**src/sv/esbrx_pkg.sv**
```systemverilog
// Shared types, codes and defaults for the receiver ack/FIFO control block.
`timescale 1ns / 1ps
package esbrx_pkg;

   // Default sizes, handed down from the top level.
   localparam int RX_DEPTH_DEF    = 8;
   localparam int ACK_DEPTH_DEF   = 2;
   localparam int MAX_PAYLOAD_DEF = 32;

   // S1 field masks.
   localparam logic [2:0] S1_MASK  = 3'h7;
   localparam logic [1:0] PID_MASK = 2'h3;

   // Operation codes carried in the kind field.
   localparam logic [2:0] KIND_RADIO_END = 3'd0;
   localparam logic [2:0] KIND_ACK_QUEUE = 3'd1;
   localparam logic [2:0] KIND_TAKE_RX   = 3'd2;
   localparam logic [2:0] KIND_FLUSH_RX  = 3'd3;
   localparam logic [2:0] KIND_FLUSH_TX  = 3'd4;

   // Status codes.
   localparam logic [2:0] STATUS_OK        = 3'd0;
   localparam logic [2:0] STATUS_BAD_PKT   = 3'd1;
   localparam logic [2:0] STATUS_FULL      = 3'd2;
   localparam logic [2:0] STATUS_EMPTY     = 3'd3;
   localparam logic [2:0] STATUS_INVAL_LEN = 3'd4;

   // One request beat.
   typedef struct packed {
      logic [2:0]  kind;
      logic        crc_ok;
      logic [7:0]  length;
      logic [2:0]  control_bits;
      logic [15:0] packet_crc;
   } req_type;

   // One response beat.
   typedef struct packed {
      logic [2:0] status;
      logic       tx_success;
      logic       rx_stored;
      logic       radio_rearm;
      logic       ack_start;
      logic [5:0] ack_length;
      logic [2:0] ack_control;
      logic [2:0] slot;
      logic [5:0] out_length;
      logic [1:0] out_pid;
      logic       out_noack;
      logic       duplicate;
   } rsp_type;

   // Receive metadata entry.
   typedef struct packed {
      logic [5:0] len;
      logic [1:0] pid;
      logic       noack;
   } rx_entry_type;

   // Controller states.
   typedef enum logic [1:0] {
      ST_IDLE,
      ST_LOOKUP,
      ST_EXEC
   } ctrl_state_type;

   // Commands from the controller to the datapath.
   typedef struct packed {
      logic capture;
      logic lookup;
      logic execute;
   } ctrl_cmd_type;

endpackage

```
**src/sv/esbrx_ctrl.sv**
```systemverilog
// Sequencer: request/response handshakes and datapath step commands.
`timescale 1ns / 1ps
module esbrx_ctrl
   import esbrx_pkg::*;
(
   input  logic         clock,
   input  logic         reset,
   input  logic         req_valid,
   output logic         req_stall,
   output logic         rsp_valid,
   input  logic         rsp_stall,
   output ctrl_cmd_type cmd
);

   ctrl_state_type state_ff, state_in;
   logic           rsp_valid_ff, rsp_valid_in;
   logic           out_free;

   // Output register can take a new beat when empty or being drained.
   assign out_free = !rsp_valid_ff || !rsp_stall;

   // Next state.
   always_comb begin
      state_in = state_ff;
      case (state_ff)
         ST_IDLE: begin
            if (req_valid) state_in = ST_LOOKUP;
         end
         ST_LOOKUP: begin
            state_in = ST_EXEC;
         end
         ST_EXEC: begin
            if (out_free) state_in = ST_IDLE;
         end
         default: begin
            state_in = ST_IDLE;
         end
      endcase
   end

   // Outputs and commands.
   always_comb begin
      req_stall   = 1'b1;
      cmd         = '0;
      case (state_ff)
         ST_IDLE: begin
            req_stall   = 1'b0;
            cmd.capture = req_valid;
         end
         ST_LOOKUP: begin
            cmd.lookup = 1'b1;
         end
         ST_EXEC: begin
            cmd.execute = out_free;
         end
         default: begin
            req_stall = 1'b1;
         end
      endcase
   end

   // Response valid flag.
   always_comb begin
      rsp_valid_in = rsp_valid_ff && rsp_stall;
      if (cmd.execute) rsp_valid_in = 1'b1;
   end

   assign rsp_valid = rsp_valid_ff;

   always_ff @(posedge clock) begin
      if (reset) begin
         state_ff     <= ST_IDLE;
         rsp_valid_ff <= 1'b0;
      end else begin
         state_ff     <= state_in;
         rsp_valid_ff <= rsp_valid_in;
      end
   end

endmodule

```
**src/sv/esbrx_datapath.sv**
```systemverilog
// Datapath: FIFOs, duplicate filter, ack tracking and the response register.
`timescale 1ns / 1ps
module esbrx_datapath
   import esbrx_pkg::*;
#(
   parameter int RX_DEPTH    = RX_DEPTH_DEF,
   parameter int ACK_DEPTH   = ACK_DEPTH_DEF,
   parameter int MAX_PAYLOAD = MAX_PAYLOAD_DEF
) (
   input  logic         clock,
   input  logic         reset,
   input  req_type      req_data,
   input  logic         csr_write,
   input  logic         csr_data,
   input  ctrl_cmd_type cmd,
   output rsp_type      rsp_data
);

   localparam int RAW = (RX_DEPTH > 1) ? $clog2(RX_DEPTH) : 1;
   localparam int AAW = (ACK_DEPTH > 1) ? $clog2(ACK_DEPTH) : 1;
   localparam int RFW = $clog2(RX_DEPTH + 1);
   localparam int AFW = $clog2(ACK_DEPTH + 1);
   localparam logic [RAW-1:0] RX_LAST  = RAW'(RX_DEPTH - 1);
   localparam logic [AAW-1:0] ACK_LAST = AAW'(ACK_DEPTH - 1);
   localparam logic [RFW-1:0] RX_FULL  = RFW'(RX_DEPTH);
   localparam logic [AFW-1:0] ACK_FULL = AFW'(ACK_DEPTH);
   localparam logic [7:0]     MAX_LEN  = 8'(MAX_PAYLOAD);

   // Metadata memories.
   rx_entry_type rx_mem  [RX_DEPTH];
   logic [5:0]   ack_mem [ACK_DEPTH];

   // Registers.
   req_type        item_ff;
   rx_entry_type   rx_rd_ff;
   logic [5:0]     ack_rd_ff;
   rsp_type        rsp_ff, rsp_in;
   logic           rx_enable_ff;
   logic [RAW-1:0] rx_wr_ptr_ff, rx_wr_ptr_in;
   logic [RAW-1:0] rx_rd_ptr_ff, rx_rd_ptr_in;
   logic [RFW-1:0] rx_fill_ff, rx_fill_in;
   logic [AAW-1:0] ack_wr_ptr_ff, ack_wr_ptr_in;
   logic [AAW-1:0] ack_rd_ptr_ff, ack_rd_ptr_in;
   logic [AFW-1:0] ack_fill_ff, ack_fill_in;
   logic           transmitting_ff, transmitting_in;
   logic           ack_in_use_ff, ack_in_use_in;
   logic           last_valid_ff, last_valid_in;
   logic [1:0]     last_pid_ff, last_pid_in;
   logic [15:0]    last_crc_ff, last_crc_in;

   // Decode of the captured beat.
   logic           ack_req, dup, good_pkt, ack_pop, ack_in_use_next;
   logic [1:0]     pid;
   logic [AAW-1:0] ack_rd_next, ack_src;
   logic [AFW-1:0] ack_fill_pop;
   logic           rx_we, ack_we;
   rx_entry_type   rx_wr_entry;

   assign pid      = (item_ff.control_bits[2:1]) & PID_MASK;
   assign ack_req  = item_ff.control_bits[0];
   assign dup      = last_valid_ff && (last_pid_ff == pid) &&
                     (last_crc_ff == item_ff.packet_crc);
   assign good_pkt = item_ff.crc_ok && (item_ff.length <= MAX_LEN);

   // Ack head after releasing the payload that the previous ack carried.
   assign ack_pop         = ack_in_use_ff && !dup && (ack_fill_ff != '0);
   assign ack_rd_next     = (ack_rd_ptr_ff == ACK_LAST) ? '0 : ack_rd_ptr_ff + 1'b1;
   assign ack_src         = ack_pop ? ack_rd_next : ack_rd_ptr_ff;
   assign ack_fill_pop    = ack_pop ? ack_fill_ff - 1'b1 : ack_fill_ff;
   assign ack_in_use_next = (ack_fill_pop != '0);

   // Evaluate the beat against current state.
   always_comb begin
      rx_wr_ptr_in    = rx_wr_ptr_ff;
      rx_rd_ptr_in    = rx_rd_ptr_ff;
      rx_fill_in      = rx_fill_ff;
      ack_wr_ptr_in   = ack_wr_ptr_ff;
      ack_rd_ptr_in   = ack_rd_ptr_ff;
      ack_fill_in     = ack_fill_ff;
      transmitting_in = transmitting_ff;
      ack_in_use_in   = ack_in_use_ff;
      last_valid_in   = last_valid_ff;
      last_pid_in     = last_pid_ff;
      last_crc_in     = last_crc_ff;
      rx_we           = 1'b0;
      ack_we          = 1'b0;
      rx_wr_entry.len   = item_ff.length[5:0];
      rx_wr_entry.pid   = pid;
      rx_wr_entry.noack = !ack_req;
      rsp_in          = '0;
      case (item_ff.kind)
         KIND_RADIO_END: begin
            if (transmitting_ff) begin
               // End of our own ack transmission.
               transmitting_in    = 1'b0;
               rsp_in.tx_success  = 1'b1;
               rsp_in.radio_rearm = rx_enable_ff;
            end else if (good_pkt) begin
               last_valid_in = 1'b1;
               last_pid_in   = pid;
               last_crc_in   = item_ff.packet_crc;
               if (ack_req) begin
                  ack_rd_ptr_in      = ack_src;
                  ack_fill_in        = ack_fill_pop;
                  ack_in_use_in      = ack_in_use_next;
                  rsp_in.ack_length  = ack_in_use_next ? ack_rd_ff : 6'd0;
                  rsp_in.ack_control = item_ff.control_bits & S1_MASK;
                  rsp_in.slot        = 3'(ack_src);
                  rsp_in.ack_start   = 1'b1;
                  transmitting_in    = 1'b1;
               end
               if (!dup) begin
                  if (rx_fill_ff != RX_FULL) begin
                     rx_we              = 1'b1;
                     rx_wr_ptr_in       = (rx_wr_ptr_ff == RX_LAST) ? '0 :
                                          rx_wr_ptr_ff + 1'b1;
                     rx_fill_in         = rx_fill_ff + 1'b1;
                     rsp_in.rx_stored   = 1'b1;
                     rsp_in.slot        = 3'(rx_wr_ptr_ff);
                     rsp_in.out_length  = item_ff.length[5:0];
                     rsp_in.out_pid     = pid;
                     rsp_in.out_noack   = !ack_req;
                  end else begin
                     rsp_in.status = STATUS_FULL;
                  end
               end
               rsp_in.duplicate   = dup;
               rsp_in.radio_rearm = rx_enable_ff && !ack_req;
            end else begin
               rsp_in.status      = STATUS_BAD_PKT;
               rsp_in.radio_rearm = rx_enable_ff;
            end
         end
         KIND_ACK_QUEUE: begin
            if ((item_ff.length == 8'd0) || (item_ff.length > MAX_LEN)) begin
               rsp_in.status = STATUS_INVAL_LEN;
            end else if (ack_fill_ff == ACK_FULL) begin
               rsp_in.status = STATUS_FULL;
            end else begin
               ack_we        = 1'b1;
               ack_wr_ptr_in = (ack_wr_ptr_ff == ACK_LAST) ? '0 : ack_wr_ptr_ff + 1'b1;
               ack_fill_in   = ack_fill_ff + 1'b1;
               rsp_in.slot   = 3'(ack_wr_ptr_ff);
            end
         end
         KIND_TAKE_RX: begin
            if (rx_fill_ff == '0) begin
               rsp_in.status = STATUS_EMPTY;
            end else begin
               rsp_in.slot       = 3'(rx_rd_ptr_ff);
               rsp_in.out_length = rx_rd_ff.len;
               rsp_in.out_pid    = rx_rd_ff.pid;
               rsp_in.out_noack  = rx_rd_ff.noack;
               rx_rd_ptr_in      = (rx_rd_ptr_ff == RX_LAST) ? '0 : rx_rd_ptr_ff + 1'b1;
               rx_fill_in        = rx_fill_ff - 1'b1;
            end
         end
         KIND_FLUSH_RX: begin
            rx_wr_ptr_in  = '0;
            rx_rd_ptr_in  = '0;
            rx_fill_in    = '0;
            last_valid_in = 1'b0;
         end
         KIND_FLUSH_TX: begin
            ack_wr_ptr_in = '0;
            ack_rd_ptr_in = '0;
            ack_fill_in   = '0;
            ack_in_use_in = 1'b0;
         end
         default: begin
            rsp_in = '0;
         end
      endcase
   end

   // Beat capture, memory reads and writes, response register.
   always_ff @(posedge clock) begin
      if (cmd.capture) item_ff <= req_data;
      if (cmd.lookup) begin
         rx_rd_ff  <= rx_mem[rx_rd_ptr_ff];
         ack_rd_ff <= ack_mem[ack_src];
      end
      if (cmd.execute) begin
         rsp_ff <= rsp_in;
         if (rx_we)  rx_mem[rx_wr_ptr_ff]   <= rx_wr_entry;
         if (ack_we) ack_mem[ack_wr_ptr_ff] <= item_ff.length[5:0];
      end
   end

   // Control state.
   always_ff @(posedge clock) begin
      if (reset) begin
         rx_enable_ff    <= 1'b0;
         rx_wr_ptr_ff    <= '0;
         rx_rd_ptr_ff    <= '0;
         rx_fill_ff      <= '0;
         ack_wr_ptr_ff   <= '0;
         ack_rd_ptr_ff   <= '0;
         ack_fill_ff     <= '0;
         transmitting_ff <= 1'b0;
         ack_in_use_ff   <= 1'b0;
         last_valid_ff   <= 1'b0;
         last_pid_ff     <= '0;
         last_crc_ff     <= '0;
      end else begin
         if (csr_write) rx_enable_ff <= csr_data;
         if (cmd.execute) begin
            rx_wr_ptr_ff    <= rx_wr_ptr_in;
            rx_rd_ptr_ff    <= rx_rd_ptr_in;
            rx_fill_ff      <= rx_fill_in;
            ack_wr_ptr_ff   <= ack_wr_ptr_in;
            ack_rd_ptr_ff   <= ack_rd_ptr_in;
            ack_fill_ff     <= ack_fill_in;
            transmitting_ff <= transmitting_in;
            ack_in_use_ff   <= ack_in_use_in;
            last_valid_ff   <= last_valid_in;
            last_pid_ff     <= last_pid_in;
            last_crc_ff     <= last_crc_in;
         end
      end
   end

   assign rsp_data = rsp_ff;

endmodule

```
**src/sv/esb_receiver_ack_fifo_control.sv**
```systemverilog
// A request beat passes capture, memory lookup and execute before its response beat is registered.
// A new request is taken only after the previous one has executed; the registered metadata memory read
// sits between capture and execute, and a waiting response stalls execute.
// A new request is taken while the previous response still waits in the output register.
// Reset (synchronous, active high) empties both FIFOs, clears the duplicate filter,
// ack state and rx_enable; memory contents are not cleared.
`timescale 1ns / 1ps
module esb_receiver_ack_fifo_control
   import esbrx_pkg::*;
#(
   parameter int RX_DEPTH    = RX_DEPTH_DEF,
   parameter int ACK_DEPTH   = ACK_DEPTH_DEF,
   parameter int MAX_PAYLOAD = MAX_PAYLOAD_DEF
) (
   input  logic    clock,
   input  logic    reset,
   input  logic    req_valid,
   output logic    req_stall,
   input  req_type req_data,
   output logic    rsp_valid,
   input  logic    rsp_stall,
   output rsp_type rsp_data,
   input  logic    csr_valid,
   output logic    csr_ready,
   input  logic    csr_data
);

   ctrl_cmd_type cmd;

   // Register writes are always taken.
   assign csr_ready = 1'b1;

   esbrx_ctrl u_ctrl (
      .clock     (clock),
      .reset     (reset),
      .req_valid (req_valid),
      .req_stall (req_stall),
      .rsp_valid (rsp_valid),
      .rsp_stall (rsp_stall),
      .cmd       (cmd)
   );

   esbrx_datapath #(
      .RX_DEPTH    (RX_DEPTH),
      .ACK_DEPTH   (ACK_DEPTH),
      .MAX_PAYLOAD (MAX_PAYLOAD)
   ) u_datapath (
      .clock     (clock),
      .reset     (reset),
      .req_data  (req_data),
      .csr_write (csr_valid && csr_ready),
      .csr_data  (csr_data),
      .cmd       (cmd),
      .rsp_data  (rsp_data)
   );

endmodule

```
**config.mk**
```make
export PLATFORM = sky130hd
export DESIGN_NAME = esb_receiver_ack_fifo_control
export DESIGN_NICKNAME = d
export VERILOG_FILES = /design/src/sv/esbrx_pkg.sv /design/src/sv/esbrx_ctrl.sv /design/src/sv/esbrx_datapath.sv /design/src/sv/esb_receiver_ack_fifo_control.sv
export SDC_FILE = /design/constraint.sdc
export NUM_CORES = 1
export LEC_CHECK = 0
export BUFFER_PORTS_ARGS = -buffer_cell sky130_fd_sc_hd__buf_2
export CORE_ASPECT_RATIO = 0.5
export CORE_MARGIN = 1.5
export CORE_UTILIZATION = 64
export DETAILED_ROUTE_END_ITERATION = 8
export PLACE_DENSITY = 0.85
export RECOVER_POWER = 50
export SYNTH_ARGS = -nofsm -noshare
export SYNTH_HDL_FRONTEND = slang
export SYNTH_HIERARCHICAL = 1
export SYNTH_SLANG_ARGS = --single-unit
export TNS_END_PERCENT = 20
```
**constraint.sdc**
```tcl
create_clock -name clock -period 7.2 [get_ports clock]
set_input_delay 0.36 -clock clock [delete_from_list [all_inputs] [get_ports clock]]
set_output_delay 0.36 -clock clock [all_outputs]
set_load 0.01 [all_outputs]
```
==> metrics, run 1 <==
cell count after synthesis between 500 and 600; drt drc 0; share of layout cells above drive strength 1 about a fifth; fin util about three quarters; kind of critical path flop to flop; initial antenna violation count 0; setup repair bufs after CTS 0; critical path endpoint category flop; final hold violation count 0; Worst R2R Setup Slack between 3 and 4 ns; first-pass GRT wire length 26100 um; Reg-to-Reg Start u_datapath/item_ff[19]$_DFFE_PP_; vias per cell ~6.3; worst hold path type input pin to flop; hold endpoint u_datapath/item_ff[0]$_DFFE_PP_; # Max-Cap Violations 2; synth warn 6; CP top delay family simple AND/OR/NAND/NOR gates; Compound-Gate Fraction of Synth Area slightly above 7%; post-synthesis sequential area ratio 69.2%; CTS tree built; post-route ant nets 0; CTS clk-pin slew, worst paths 0.07 ns; Slew @ Worst Pin between 1.5 and 2 ns; CTS Hold Bufs 0; Slew Viols, Final 80; synthesized net count slightly below 600; I/O Pins 69; XOR/XNOR Fraction of Synth Area under 10%; hold path startpoint req_data[0]; Critical path origin u_datapath/item_ff[19]$_DFFE_PP_; crit path max fanout 12; chip height 82.0 um; Synth top area share 59.4%; vias in the first global route about 4800; Max Clk Rate between 0.2 and 0.3 GHz; CTS Buf Count 17; CP Data Required Time between 7 and 8 ns; CTS H-tree depth 4; slowest library cell on the worst path nor4b_1; Mapped Area 7980 um^2; Commonest cells post-synth 158 x edfxtp_1, 62 x nand2_1, 39 x dfxtp_1; Mapped Avg Cell Area roughly 15 um^2; Syn-to-layout area delta 14.0%; FF+latch count, synth about 200; Root Buffer clkbuf_16; pin count of the biggest net entering global routing between 40 and 50; GRT Total Usage between 20 and 30%; Startpoint Class flop; Initial DRC Count 578; hold path depth 1; Fin Setup TNS 0 ns; DR WL/cell between 20 and 25 um; GR Overflow Total 0; Distinct cells, synth 65; Final period util about half; FP Rows 28; clk buf depth 2; R2R depth 6; Die W about 160 um; Leakage 3.07 nW; non-filler cells, final 788; Setup Skew ~0.015 ns; fin nets between 600 and 700; GP Congestion around 0.83; Power Density 252 nW/um^2; worst path cell trace or4_4, o21ai_2, and3_1, nand2_1, nor4b_1, buf_4; failing checks capacitance limit, slew limit; Area contributors post-synth edfxtp_1 59%, dfxtp_1 9.8%, mux4_2 5.1%, nand2_1 2.9%, mux2_2 2.4%; Worst VDD drop 0.162 mV; worst skew pair latency approximately 0.43 ns; crit-path max cell delay 1.11 ns; relative slew slack -31.9%; Starting Density between 60% and 70%; core area about 12000 um^2; ant diodes 0; min Tclk post-route around 3.7 ns; clock sinks 197; Post-synth EDFFs ~160; largest family of logic cells by synthesized area simple AND/OR/NAND/NOR gates; R2R Path End u_datapath/rx_mem[5][8]$_DFFE_PP_; CTS resizes 0; top_reg_cell synth edfxtp_1; RSZ-0062 raised after global routing false; IO Port Bufs 67; post-synthesis mux area share a little under 8%; DP HPWL between 10000 and 15000 um; Vias 4933; most frequent cell after synthesis edfxtp_1; FFs w/ async S/R, synth 0%; TritonRoute pass-1 iters 6; die area 13200 um^2; Placed Instances between 700 and 800; routed wire length ~17000 um; Adder-Cell Fraction of Synth Area between 1.5 and 2%; post-synthesis simple-gate area fraction 9.95%; CP arrival 3.82 ns; post-synth top area cell edfxtp_1; Worst Path Buf+Inv 1; final setup violation count 0; Pwr Total approximately 2.3 mW; status complete, but fails checks
## registers in the layout, indices dropped and copies added, names as in the netlist, 3 cells and up
name                     count
u_datapath/rx_wr_ptr_ff      3
u_datapath/rx_mem           72
u_datapath/rx_rd_ptr_ff      3
u_datapath/rsp_data         28
u_datapath/last_crc_ff      16
u_datapath/rx_rd_ff          9
u_datapath/rx_fill_ff        4
u_datapath/item_ff          30
u_datapath/ack_mem          12
u_datapath/ack_rd_ff         6
## cells in the final DEF, fill, tap and decap left out, drive strengths merged, types with 4 or more instances in the layout
cell,n
a21oi,31
a22o,10
and2,10
and3,6
buf,46
clkbuf,51
clkinv,8
dfxtp,39
edfxtp,158
ha,8
inv,16
mux2,17
mux4,18
nand2,62
nand2b,7
nand3,8
nor2,18
nor2b,5
nor3,7
nor3b,4
nor4,11
o21ai,7
o31ai,4
or2,4
xnor2,13
xor2,8
## report_power, final
group / leakage, nW / switching, mW / internal (mW)
logic: 1.01 / 0.0413 / 0.0230
clock network: 0.294 / 0.458 / 0.500
registers: 1.77 / 0.0214 / 1.25
## metal layers
metal  vias up  track usage [%]  wire length (um)
li1       2189                -                 -
met1      2430             35.1              6770
met2       277             46.9              8560
met3        37             7.27              1470
met4         0             9.91               316
met5         -                0                 0
## kinds of logic after synthesis
kind of cell | after synthesis
XOR/XNOR | 21
flip-flops | 197
other | 1
AO/OA/AOI/OAI | 80
multiplexers | 37
adder cells (fa/ha/maj) | 9
AND/OR/NAND/NOR | 155
buffers and inverters | 34
## stage by stage
step / hold slack [ns] / cell area [um^2] / setup WS [ns]
4_1_cts: 0.0862 / 9160 / 3.59
6_report: 0.101 / 9100 / 3.52
2_1_floorplan: 0.429 / 7980 / 3.13
3_5_place_dp: 0.462 / 8540 / 3.69
3_3_place_gp: 0.453 / 8540 / 3.92
5_1_grt: 0.0782 / 9100 / 3.39
## layout make-up
type | instances | area (um^2)
clock inverters | 15 | 189
repair buffers | 80 | 388
fillers | 705 | 2880
clock buffers | 17 | 425
flip-flops and latches | 197 | 5530
well taps | 165 | 206
multi-input cells | 303 | 2330
inverters | 11 | 41.3
## worst max path at each step
| stage | end | slack, ns | cells past startpoint |
|---|---|---|---|
| after floorplan | u_datapath/rx_mem[4][0]$_DFFE_PP_ | 3.13 | 5 |
| after global placement | u_datapath/rx_mem[4][8]$_DFFE_PP_ | 3.92 | 5 |
| after detailed placement | u_datapath/rx_mem[5][0]$_DFFE_PP_ | 3.69 | 6 |
| after CTS | u_datapath/rx_mem[5][8]$_DFFE_PP_ | 3.59 | 6 |
| after global routing | u_datapath/rx_mem[5][8]$_DFFE_PP_ | 3.39 | 6 |
| final | u_datapath/rx_mem[5][8]$_DFFE_PP_ | 3.52 | 6 |
Note: power is estimated with default switching activity, not from simulation.
==> run 2, diff against run 1 <==
CORE_UTILIZATION = 53   (was 64)
PLACE_DENSITY = 0.75   (was 0.85)
clock period = 3.08 ns   (was 7.2 ns; I/O delays follow)
==> metrics, run 2 (synthesis gave the netlist of run 1 again) <==
kind of critical path flop to flop; vias in the first global route approximately 4800; Setup Skew roughly 0.019 ns; IO Port Bufs between 60 and 70; chip height about 90 um; final instance area 9530 um^2; ant diodes 0; pin count of the biggest net entering global routing 47; Starting Density between 50% and 60%; most frequent cells in the layout 158 x edfxtp_1, 62 x nand2_1, 39 x dfxtp_1; final hold violation count 0; share of layout cells above drive strength 1 between 20% and 30%; Pwr Total 5.41 mW; Slew Viols, Final 33; failing checks capacitance limit, slew limit; core area 14600 um^2; drt drc 0; GP Congestion 0.892; status complete, but fails checks; Die W around 180 um; CTS Buf Count 17; Leakage 3.25 nW; routed wire length approximately 16000 um; FP Rows 31; crit path max fanout 8; CTS clk-pin slew, worst paths about 0.080 ns; DP HPWL about 10000 um; Slew @ Worst Pin between 1.5 and 2 ns; first-pass GRT wire length about 26000 um; Cell Area, Placed about 8700 um^2; Startpoint Class flop; Max Clk Rate ~0.37 GHz; I/O Pins just under 70; setup repair bufs after CTS 0; Fin Setup TNS 0 ns; min Tclk post-route about 2.7 ns; Initial DRC Count approximately 450; post-route ant nets 0; GRT Total Usage approximately 21%; CTS tree built; DR WL/cell roughly 19 um; final setup violation count 0; CP arrival between 2 and 3 ns; CTS H-tree depth 4; non-filler cells, final 865; commonest non-fill, non-tap cell in the layout edfxtp_1; initial antenna violation count 0; Vias ~5000; worst skew pair latency between 0.4 and 0.5 ns; relative slew slack -23.0%; fin nets 700; critical path endpoint category flop; die area 15900 um^2; max reg flops 72; clk buf depth 2; largest register by flop count u_datapath/rx_mem; Syn-to-layout area delta 19.4%; Final period util 87.5%; # Max-Cap Violations 1; CP Data Required Time 3.26 ns; TritonRoute pass-1 iters 5; Placed Instances roughly 800; vias per cell 5.63; GR Overflow Total 0; Worst VDD drop 0.391 mV; worst hold path type input pin to flop; RSZ-0062 raised after global routing false; Root Buffer clkbuf_16; clock sinks between 150 and 200; Power Density roughly 570 nW/um^2
run 2: worst paths after layout:
| kind | startpoint | cells past startpoint | slack (ns) | to |
|---|---|---|---|---|
| worst max-delay path | u_datapath/item_ff[10]$_DFFE_PP_ | 7 | 0.38 | u_datapath/ack_rd_ff[4]$_DFFE_PP_ |
| worst min-delay path | reset | 2 | 0.30 | u_datapath/rx_rd_ptr_ff[2]$_SDFFE_PP0P_ |
| worst max register to register | u_datapath/item_ff[10]$_DFFE_PP_ | 7 | 0.38 | u_datapath/ack_rd_ff[4]$_DFFE_PP_ |
| worst min register to register | u_datapath/last_crc_ff[6]$_SDFFE_PP0P_ | 2 | 0.47 | u_datapath/last_crc_ff[6]$_SDFFE_PP0P_ |
run 2: metrics by stage:
stage / utilization, % / hold WS, ns / setup WS, ns
2_1_floorplan: - / 0.223 / -0.196
3_3_place_gp: 59.4 / 0.331 / 0.553
3_5_place_dp: 59.4 / 0.332 / 0.416
4_1_cts: 65.9 / 0.313 / 0.401
5_1_grt: 65.3 / 0.331 / 0.259
6_report: 65.3 / 0.297 / 0.385
run 2: what timing repair did:
item,in CTS,in global routing
hold endpoints to repair,33,0
hold buffers,34,0
gates resized for setup,0,0
run 2: critical path, stage by stage (launching register included):
cell and delay (ns):
edfxtp_1 0.43, xor2_1 0.16, nor4_1 0.43, buf_4 0.19
and3_1 0.30, a21oi_2 0.18, xnor2_4 0.37, mux2_2 0.38
run 2: metal layers:
layer / track usage, % / vias up / share of wire, %
met5: 0 / - / 0
met4: 7.42 / 0 / 1.3
met3: 3.51 / 14 / 5.6
met2: 35.0 / 175 / 49
met1: 29.5 / 2398 / 44
li1: - / 2284 / -
run 2: power by group:
part	leakage [nW]	internal, mW	switching, mW
Clock	0.298	1.12	1.13
Combinational	1.18	0.0862	0.111
Sequential	1.77	2.92	0.0395
run 2: final cells by class:
cell class	count	area (um^2)
Inverter	11	41.3
Clock inverter	15	186
Tap cell	198	248
Sequential cell	197	5530
Timing Repair Buffer	124	787
Multi-Input combinational cell	303	2320
Clock buffer	17	425
Fill cell	1072	5050
==> run 3, diff against run 2 <==
ABC_CLOCK_PERIOD_IN_PS = 2200   (was default)
CORE_ASPECT_RATIO = default   (was 0.5)
clock period = 2.2 ns   (was 3.08 ns; I/O delays follow)
==> metrics, run 3 (synthesis gave the netlist of run 1 again) <==
status complete, but fails checks; failing checks DRC, setup timing; ant diodes 0; Slew Viols, Final 0; IO Port Bufs 67; vias in the first global route 5263; Slew @ Worst Pin around 0.72 ns; combinational share of power approximately 4.7%; Cell Area, Placed slightly above 9000 um^2; CTS H-tree depth 4; die area 15800 um^2; Max Clk Rate between 0.4 and 0.5 GHz; pin count of the biggest net entering global routing 32; Syn-to-layout area delta 29.8%; Final period util 106%; post-route ant nets 0; Worst VDD drop approximately 0.55 mV; CTS Buf Count 17; P_int ~6.1 mW; RSZ-0062 raised after global routing true; Setup WS pre-CTS -0.188 ns; routed wire length 17800 um; Root Buffer clkbuf_16; final instance area between 10000 and 15000 um^2; relative slew slack around 52%; Power Density roughly 750 nW/um^2; chip height approximately 130 um; final hold violation count 0; sequential share of power between 50 and 60%; worst hold path type input pin to flop; worst skew pair latency 0.43 ns; Vias roughly 5200; commonest non-fill, non-tap cell in the layout edfxtp_1; GP Congestion 0.883; CTS tree built; share of layout cells above drive strength 1 between 30 and 40%; Pwr Total approximately 7.7 mW; Fin Setup TNS -8.13 ns; drt drc 6; most frequent cells in the layout 158 x edfxtp_1, 57 x nand2_1, 55 x buf_4; CP Data Required Time approximately 2.4 ns; power share of the clock group a little over two fifths; kind of critical path flop to flop; Worst R2R Setup Slack -0.14 ns; initial antenna violation count 0; fin util 70.8%; non-filler cells, final a little over 900; Final WS setup -0.143 ns; largest register by flop count u_datapath/rx_mem; Starting Density about 55%; Setup Skew a little over 0.01 ns; # fillers 944; CP arrival around 2.5 ns; CTS clk-pin slew, worst paths approximately 0.070 ns; max reg flops 72; min Tclk post-route around 2.3 ns; vias per cell about 5.7; FP Rows 44; Startpoint Class flop; DR WL/cell 19.6 um; Placed Instances around 820; fin nets 755; # Max-Cap Violations 0; Die W approximately 130 um; Initial DRC Count 409; DP HPWL between 10000 and 15000 um; Leakage 3.64 nW; worst hold slack 0.0852 ns; GRT Total Usage a little under a quarter; crit path max fanout 4; clk buf depth 2; I/O Pins between 60 and 70; GR Overflow Total 0; critical path endpoint category flop; first-pass GRT wire length 27800 um; Sw Ratio a little over a fifth; final setup violation count roughly 100; clock sinks roughly 200; TritonRoute pass-1 iters 9; core area between 10000 and 15000 um^2; Switch Pwr between 1.5 and 2 mW
[run 3: layout make-up]
| cell class | count | area, um^2 | area share, % |
|---|---|---|---|
| clock buffers | 18 | 429 | 4.14 |
| clock inverters | 14 | 191 | 1.85 |
| inverters | 11 | 46.3 | 0.447 |
| multi-input cells | 303 | 2590 | 25.0 |
| flip-flops and latches | 197 | 5530 | 53.3 |
| well taps | 184 | 230 | 2.22 |
| repair buffers | 179 | 1350 | 13.0 |
[run 3: final timing paths]
| kind | start | cells past startpoint | to |
|---|---|---|---|
| hold reg to reg | u_datapath/last_crc_ff[11]$_SDFFE_PP0P_ | 2 | u_datapath/last_crc_ff[11]$_SDFFE_PP0P_ |
| hold / removal | reset | 2 | u_datapath/rx_rd_ptr_ff[1]$_SDFFE_PP0P_ |
| setup reg to reg | u_datapath/item_ff[15]$_DFFE_PP_ | 8 | u_datapath/ack_rd_ff[3]$_DFFE_PP_ |
| setup / recovery | u_datapath/item_ff[15]$_DFFE_PP_ | 8 | u_datapath/ack_rd_ff[3]$_DFFE_PP_ |
[run 3: layer usage]
metal	vias up	global-route usage (%)	part of all wire (%)
li1	2377	-	-
met1	2571	30.2	41
met2	185	40.1	51
met3	23	5.01	6.5
met4	0	7.17	1.6
met5	-	0	0
[run 3: critical path: stages (launching register included)]
cell	delay, ns
edfxtp_1	0.41
xor2_1	0.17
nor4_2	0.31
buf_4	0.16
and3_4	0.23
a21oi_4	0.09
xnor2_4	0.21
buf_4	0.16
mux2_2	0.33
[run 3: power by group through the flow]
stage | Sequential (mW) | Combinational (mW) | Clock [mW]
detailed placement | 4.21 | 0.305 | 0
global route | 4.13 | 0.387 | 3.44
floorplan | 4.22 | 0.128 | 0
CTS | 4.13 | 0.360 | 3.26
global placement | 4.21 | 0.296 | 0
finish | 4.13 | 0.361 | 3.24
[run 3: timing repair]
action,4_1_cts,5_1_grt
cloned,1,1
hold buffers,34,0
endpoints found under the setup margin,115,139
hold endpoints to repair,33,0
setup buffers,4,13
gates resized for setup,28,21
pin swaps,12,6
